File: src/sv/lpfr_pkg.sv
`default_nettype none

package lpfr_pkg;

  localparam logic [7:0] START_BYTE = 8'hAA;

  typedef enum logic [2:0] {
    PH_HUNT = 3'd0,
    PH_CMD  = 3'd1,
    PH_LEN  = 3'd2,
    PH_DATA = 3'd3,
    PH_SUM  = 3'd4
  } phase_t;

  // One result item as produced by the frame parser
  typedef struct packed {
    logic [7:0] payload_byte;
    logic [7:0] payload_index;
    logic       payload_valid;
    logic [7:0] frame_command;
    logic [7:0] payload_length;
    logic       frame_done;
    logic       checksum_error;
  } result_t;

endpackage

`default_nettype wire

File: src/sv/lpfr_parser.sv
`default_nettype none

module lpfr_parser
  import lpfr_pkg::*;
(
  input  wire logic       clk,
  input  wire logic       rst,
  input  wire logic       accept,
  input  wire logic [7:0] rx_byte,
  output result_t         result
);

  phase_t     phase, phase_next;
  logic [7:0] command_hold, command_hold_next;
  logic [7:0] length_hold, length_hold_next;
  logic [7:0] payload_count, payload_count_next;
  logic [7:0] running_sum, running_sum_next;
  logic [7:0] count_inc;

  always_ff @(posedge clk) begin
    if (rst) begin
      phase         <= PH_HUNT;
      command_hold  <= 8'd0;
      length_hold   <= 8'd0;
      payload_count <= 8'd0;
      running_sum   <= 8'd0;
    end else if (accept) begin
      phase         <= phase_next;
      command_hold  <= command_hold_next;
      length_hold   <= length_hold_next;
      payload_count <= payload_count_next;
      running_sum   <= running_sum_next;
    end
  end

  assign count_inc = payload_count + 8'd1;

  always_comb begin
    phase_next         = phase;
    command_hold_next  = command_hold;
    length_hold_next   = length_hold;
    payload_count_next = payload_count;
    running_sum_next   = running_sum;
    result             = '0;

    case (phase)
      PH_CMD: begin
        command_hold_next  = rx_byte;
        length_hold_next   = 8'd0;
        payload_count_next = 8'd0;
        running_sum_next   = rx_byte;
        phase_next         = PH_LEN;
      end
      PH_LEN: begin
        length_hold_next = rx_byte;
        running_sum_next = running_sum + rx_byte;
        phase_next       = (rx_byte == 8'd0) ? PH_SUM : PH_DATA;
      end
      PH_DATA: begin
        result.payload_byte  = rx_byte;
        result.payload_index = payload_count;
        result.payload_valid = 1'b1;
        running_sum_next     = running_sum + rx_byte;
        payload_count_next   = count_inc;
        if (count_inc >= length_hold) begin
          phase_next = PH_SUM;
        end
      end
      PH_SUM: begin
        result.frame_done     = (rx_byte == running_sum);
        result.checksum_error = (rx_byte != running_sum);
        phase_next            = PH_HUNT;
      end
      default: begin
        // hunt, and any stray code
        phase_next = (rx_byte == START_BYTE) ? PH_CMD : PH_HUNT;
      end
    endcase

    result.frame_command  = command_hold_next;
    result.payload_length = length_hold_next;
  end

endmodule

`default_nettype wire

File: src/sv/lpfr_out_buf.sv
`default_nettype none

module lpfr_out_buf
  import lpfr_pkg::*;
(
  input  wire logic clk,
  input  wire logic rst,
  input  wire logic load,
  input  result_t   result_in,
  input  wire logic out_ready,
  output logic      out_valid,
  output logic      can_load,
  output result_t   result_out
);

  assign can_load = !out_valid || out_ready;

  always_ff @(posedge clk) begin
    if (rst) begin
      out_valid <= 1'b0;
    end else if (load) begin
      out_valid <= 1'b1;
    end else if (out_ready) begin
      out_valid <= 1'b0;
    end
  end

  always_ff @(posedge clk) begin
    if (load) begin
      result_out <= result_in;
    end
  end

endmodule

`default_nettype wire

File: src/sv/length_prefixed_frame_receiver_top.sv
`default_nettype none

// Length-prefixed frame receiver. Each input item is one byte from a serial
// link. Bytes are dropped until the start byte 0xAA; then come a command
// byte, a length byte, that many payload bytes and a checksum byte, which
// must equal the 8-bit wrapping sum of command, length and payload. Every
// input item gives exactly one result item: payload bytes come out with
// payload_valid high and their index; the checksum byte raises frame_done
// or checksum_error. frame_command and payload_length show the held values
// after the byte (length reads 0 between command and length bytes). The
// checksum is kept as a running sum, so no frame is buffered.
// Rate: one item per clock while the output side keeps draining. The parser
// state updates in the cycle an item is accepted and the result lands in a
// single output register, valid in the cycle after acceptance; in_ready
// stays high while that register is empty or being drained.

module length_prefixed_frame_receiver_top
  import lpfr_pkg::*;
(
  input  wire logic       clk,
  input  wire logic       rst,
  input  wire logic       in_valid,
  output logic            in_ready,
  input  wire logic [7:0] rx_byte,
  output logic            out_valid,
  input  wire logic       out_ready,
  output logic [7:0]      payload_byte,
  output logic [7:0]      payload_index,
  output logic            payload_valid,
  output logic [7:0]      frame_command,
  output logic [7:0]      payload_length,
  output logic            frame_done,
  output logic            checksum_error
);

  logic    accept;
  result_t step_result;
  result_t held_result;

  // item taken when the output register is free or emptying this cycle
  assign accept = in_valid && in_ready;

  lpfr_parser u_parser (
    .clk     (clk),
    .rst     (rst),
    .accept  (accept),
    .rx_byte (rx_byte),
    .result  (step_result)
  );

  lpfr_out_buf u_out_buf (
    .clk        (clk),
    .rst        (rst),
    .load       (accept),
    .result_in  (step_result),
    .out_ready  (out_ready),
    .out_valid  (out_valid),
    .can_load   (in_ready),
    .result_out (held_result)
  );

  assign payload_byte   = held_result.payload_byte;
  assign payload_index  = held_result.payload_index;
  assign payload_valid  = held_result.payload_valid;
  assign frame_command  = held_result.frame_command;
  assign payload_length = held_result.payload_length;
  assign frame_done     = held_result.frame_done;
  assign checksum_error = held_result.checksum_error;

endmodule

`default_nettype wire

File: config.mk
export PLATFORM = sky130hd
export DESIGN_NAME = length_prefixed_frame_receiver_top
export DESIGN_NICKNAME = d
export VERILOG_FILES = /design/src/sv/lpfr_pkg.sv /design/src/sv/lpfr_parser.sv /design/src/sv/lpfr_out_buf.sv /design/src/sv/length_prefixed_frame_receiver_top.sv
export SDC_FILE = /design/constraint.sdc
export NUM_CORES = 1
export LEC_CHECK = 0
export BUFFER_PORTS_ARGS = -buffer_cell sky130_fd_sc_hd__buf_2
export CAP_MARGIN = 20
export CORE_UTILIZATION = 57
export DETAILED_ROUTE_END_ITERATION = 8
export PLACE_DENSITY = 0.86
export SYNTH_ARGS = -nofsm -noshare
export SYNTH_HDL_FRONTEND = slang
export SYNTH_HIERARCHICAL = 1
export SYNTH_SLANG_ARGS = --single-unit
export TNS_END_PERCENT = 10
File: constraint.sdc
create_clock -name clk -period 3.05 [get_ports clk]
set_input_delay 0.305 -clock clk [delete_from_list [all_inputs] [get_ports clk]]
set_output_delay 0.305 -clock clk [all_outputs]
set_load 0.01 [all_outputs]
# After elaboration in Yosys (flattened, before gate mapping)
# Cells that the tools add are included.
[totals]
inputBits = 12
out_inout_bits = 37
reg_bits = 71
[op_classes]
reduce_logical = 11
addsub = 2
n_mux = 11
n_lt_le_gt_ge = 1
eq_ne = 8
[op_table]
columns = ["cell", "n"]
rows = [
  ["$pmux 8 s2", 3],
  ["$pmux 3 s4", 1],
  ["$add 8x1->8 const B", 1],
  ["$add 8x8->8", 1],
  ["$eq 8x8->1", 1],
  ["$eq 8x8->1 const B", 1],
  ["$ge 8x8->1", 1],
  ["$logic_not 8->1", 1],
  ["$mux 8", 1],
  ["$ne 8x8->1", 1],
  ["$eq 3x2->1 const B", 2],
  ["$mux 3", 2],
  ["$reduce_and 2->1", 3],
  ["$reduce_bool 2->1", 3],
  ["$mux 1", 4],
  ["$eq 3x1->1 const B", 1],
  ["$eq 3x3->1 const B", 1],
  ["$ne 2x1->1 const B", 1],
  ["$reduce_or 2->1", 1],
  ["$logic_and 1x1->1", 1],
  ["$logic_not 1->1", 1],
  ["$logic_or 1x1->1", 1],
]

# Depth between registers and ports, before layout
[logic_depth]
depth_word = 4
ltp_mapped = 10

# Cells and area by module
# The synthesis kept the hierarchy.
[modules_own_cells]
columns = ["module", "n_inst", "cells_each", "area_per_inst_um2"]
rows = [
  ["lpfr_parser", 1, 312, 2469.9],
  ["lpfr_out_buf", 1, 39, 1097.3],
  ["length_prefixed_frame_receiver_top", 1, 1, 6.3],
]

# Worst setup path after synthesis
# OpenSTA, ideal clock, no wires.
[synth_path]
kind = "register to register"
startpoint = "register u_out_buf.out_valid"
endpoint = "register u_parser.running_sum[6]"
arrival_ns = 2.370
setup_slack_ns = 0.559
path_stages_with_launch = 8
required_time_ns = 2.929
path_buffers = 0
synth_period_minus_slack_ns = 2.491
path_cell_list = "dfxtp_1 -> nand2b_4 -> and2_1 -> and2b_1 -> o21ai_1 -> a22o_1 -> a21oi_1 -> nand3_1"
[synth_via]
elab_chain_len = 4
[synth_lines]
columns = ["item", "line_no", "source"]
rows = [
  ["from (decl)", "lpfr_out_buf.sv:11", "output logic out_valid,"],
  ["from (signal assigned)", "lpfr_out_buf.sv:20", "out_valid <= 1'b0;"],
  ["from (signal assigned)", "lpfr_out_buf.sv:22", "out_valid <= 1'b1;"],
  ["from (signal assigned)", "lpfr_out_buf.sv:24", "out_valid <= 1'b0;"],
  ["$logic_not 1->1", "lpfr_out_buf.sv:16", "assign can_load = !out_valid || out_ready;"],
  ["$logic_or 1x1->1", "lpfr_out_buf.sv:16", ""],
  ["net in_ready", "length_prefixed_frame_receiver_top.sv:23", "output logic in_ready,"],
  ["$logic_and 1x1->1", "length_prefixed_frame_receiver_top.sv:41", "assign accept = in_valid && in_ready;"],
  ["net accept", "length_prefixed_frame_receiver_top.sv:36", "logic accept;"],
  ["$reduce_and 2->1 (no line)", "--", ""],
  ["to (signal assigned)", "lpfr_parser.sv:32", "running_sum <= running_sum_next;"],
  ["to (decl)", "lpfr_parser.sv:17", "logic [7:0] running_sum, running_sum_next;"],
]
# The timed path passes the listed nets, and every way through them passes these cells.
# A chain may end at the register's enable or synchronous reset.

# Final worst setup path
[layout_path]
startpoint = "register u_parser.payload_count[0]"
endpoint = "register u_parser.phase[2]"
[layout_via]
elab_chain_len = 4
[layout_lines]
columns = ["item", "line_no", "source"]
rows = [
  ["from (decl)", "lpfr_parser.sv:16", "logic [7:0] payload_count, payload_count_next;"],
  ["from (signal assigned)", "lpfr_parser.sv:31", "payload_count <= payload_count_next;"],
  ["$add 8x1->8", "lpfr_parser.sv:36", "assign count_inc = payload_count + 8'd1;"],
  ["$ge 8x8->1", "lpfr_parser.sv:65", "if (count_inc >= length_hold) begin"],
  ["$ne 2x1->1 (no line)", "--", ""],
  ["$reduce_and 2->1 (no line)", "--", ""],
  ["to (signal assigned)", "lpfr_parser.sv:28", "phase <= phase_next;"],
  ["to (decl)", "lpfr_parser.sv:13", "phase_t phase, phase_next;"],
]
# No other way between the ends.

==> reports/results.ini <==
[critical_path]
crit_required_ns=3.28
critPathMaxFanout=5
slowest_delay_ns=0.40
critPathTopFamily=simple AND/OR/NAND/NOR gates
critPathArrivalTime_ns=2.83
cp_num_buf_inv=0
worst_setup_path_end_kind=flop
critPathLaunch=u_parser/payload_count[0]
crit_type=flop to flop
path_cells=ha_1 -> nand3_1 -> nor2_1 -> xor2_1 -> ha_1 -> and3_1 -> nand2_1 -> nand4b_1 -> a2bb2oi_2 -> mux2_1
crit_path_frequent_cell=ha_1
critPathSlowestCell=dfxtp_1
crit-reg2reg-launch=u_parser/payload_count[0]
cp-start-kind=flop

[global_routing]
antenna_found_initial=0
grt_max_degree=40
use_met2_pct=41.18
top_usage_layer=met2
met1_usage_pct=31.60
overflow=0
grt_first_pass_wirelength_um=12400
grt_pass1_vias=2650
grtUsageTotal_pct=25.59
grtUsageMet3_pct=6.629

[synthesis]
syn_area_per_cell_um2=10.15
synthMuxAreaShare_pct=5.602
ys.warnings.count=6
syn_inst=352
synth_nets=381
synth-adder-area-share_pct=6.162
synth_compound_area_share_pct=14.15
synth-simple-area-share_pct=18.00
ys_dominant_reg_cell=dfxtp_1
syn_area_um2=3573
yosys.cell_types.count=51
synth_top_family_by_area=simple AND/OR/NAND/NOR gates
synth-edff-count=35
ys_seq_elements=71
synth-async-reset-ratio_pct=0
seq_area_frac_synth_pct=49.58
synth_xor_area_share_pct=1.961

[final_layout]
finalNetCount=426
diodes=0
fillers=428
area_growth_pct=14.43
drive_gt1_share_pct=19.90

[route]
drtAntennaViolNets=0
num_vias=2875
drc=0
firstDrtPassIters=4
routedWlPerCell_um=16.53
routed_wirelength_um=7884
drt_iter0_markers=229
viasPerCell=6.027

[power]
pwr-share-clk_pct=40.8
p_per_area_nw_per_um2=499.6
comb_power_share_pct=7.9
switching_share_pct=22.89
p_seq_share_pct=51.3
cellInternalPower_uw=1575
power.total_uw=2043
p_switching_uw=467.6
irDropWorstVdd_mv=0.3020
leakage_uw=0.001778

[sta]
rsz0062_at_grt=false
slew_violations=0
fin_setup_tns_ns=0
skew_ns=0.007389
finalCriticalPeriod_ns=2.598
worst_slew_pin_slew_ns=0.7796
finalSetupViolations=0
hold_viol_final=0
fin_crit_sh_pct=85.18
fmax_ghz=0.3849
relSlewSlack_pct=48.03

[clocking]
cts_buffers=9
holdBufCountCts=0
tritoncts=yes
htreeDepth=3
insertion_delay_ns=0.35
cts_setup_buffers=0
cts.sinks=71
clock_path_buffers=2
root_buffer=clkbuf_8
cts_resized=0
path_clk_slew_ns=0.07

[place]
hpwl_um=5189
gp_congestion=0.8899
io_buffers=48

[floorplan]
io_pins=49
die_area_um2=6590
dieHeight_um=81.18
start_util_pct=59.65
num_rows=28
dieWidth_um=81.18
core_area_um2=5991

[run_status]
status=complete, no violations

[job]
maxCapViolCount=0

[hold_path]
hp-class=input port to flop
hp-start=out_ready

final cells by class:
cell class / instances / area, um^2 / area share, %
flip-flops and latches: 71 / 1772 / 43.33
well taps: 75 / 93.84 / 2.295
inverters: 22 / 82.58 / 2.020
multi-input cells: 240 / 1640 / 40.12
repair buffers: 53 / 277.8 / 6.793
clock buffers: 11 / 141.4 / 3.458
clock inverters: 5 / 81.33 / 1.989
placed cells by master, fill, tap and decap left out, drive strengths merged, types with 2 or more instances in the layout:
master,count
buf,53
dfxtp,36
nor2,36
edfxtp,35
nand2,23
inv,22
and3,19
ha,16
a211oi,15
a21oi,14
a22oi,13
mux2i,11
clkbuf,11
o21ai,9
mux2,8
nor2b,7
nor3,7
nand3,7
a21o,7
nand2b,7
xor2,5
nand3b,5
nor4,3
xnor2,3
bufinv,2
nor3b,2
o31ai,2
nor4b,2
o21a,2
and2,2
clkinv,2
through the flow:
step	hold slack, ns	util [%]	area, um^2	std cells	setup WS (ns)
floorplan	0.3674	-	3573	352	0.5590
global placement	0.4567	64.54	3866	461	0.5988
detailed placement	0.4722	64.54	3866	461	0.5399
CTS	0.2275	68.25	4089	477	0.4827
global route	0.2408	68.25	4089	477	0.2443
finish	0.2412	68.25	4089	477	0.4521
logic make-up (layout without fill, tap and decap cells):
kind of cell | after synthesis | after routing
XOR/XNOR | 8 | 8
AND/OR/NAND/NOR | 124 | 124
adder cells (fa/ha/maj) | 17 | 17
buffers and inverters | 41 | 91
AO/OA/AOI/OAI | 72 | 72
multiplexers | 19 | 19
flip-flops | 71 | 71
final timing paths:
check	endpoint	slack, ns	cells after the start
max	u_parser/phase[2]	0.45	10
min	u_out_buf/out_valid	0.24	3
max reg2reg	u_parser/phase[2]	0.45	10
min reg2reg	u_parser/command_hold[3]	0.48	2
state kept, by name, summed over array words and instances (netlist names):
register,cells
u_parser/payload_count,8
u_out_buf/result_out,35
u_out_buf/out_valid,1
u_parser/phase,3
u_parser/command_hold,8
u_parser/length_hold,8
u_parser/running_sum,8
synthesized netlist by cell type, drive strengths merged (2+ instances only):
master	instances	area (um^2)
o21ai	9	45.04
o21a	2	15.01
nand2b	7	51.30
nand2	23	86.33
a21o	7	52.55
nor2	36	140.1
xnor2	3	26.28
nand3b	5	37.54
a211oi	15	112.6
inv	22	82.58
xor2	5	43.79
a22oi	13	97.59
a21oi	14	73.82
and2	2	12.51
nor4	3	18.77
nor4b	2	17.52
nand3	7	35.03
mux2i	11	110.1
o31ai	2	15.01
ha	16	200.2
nor2b	7	43.79
and3	19	118.9
nor3b	2	15.01
clkbuf	13	48.80
dfxtp	36	720.7
mux2	8	90.08
edfxtp	35	1051
nor3	7	35.03
buf	6	31.28
power groups by stage:
| stage | Combinational [uW] | Clock [uW] | Sequential [uW] |
|---|---|---|---|
| after floorplan | 83.7 | 0 | 1080 |
| after global placement | 155 | 0 | 1070 |
| after detailed placement | 160 | 0 | 1070 |
| after CTS | 160 | 849 | 1050 |
| after global routing | 177 | 881 | 1050 |
| final | 162 | 834 | 1050 |
worst min-delay path: cells and delay by family:
kind            cells  cell delay, ns
compound gates      1            0.05
simple gates        1            0.12
buf+inv             1            0.07
metal layers:
metal  up-vias  routed length [um]  share of wire (%)
li1       1365                   -                  -
met1      1364                3198                 41
met2       130                3923                 50
met3        16                 568                7.2
met4         0                 193                2.4
met5         -                   0                  0
(Power assumes the default switching activity.)
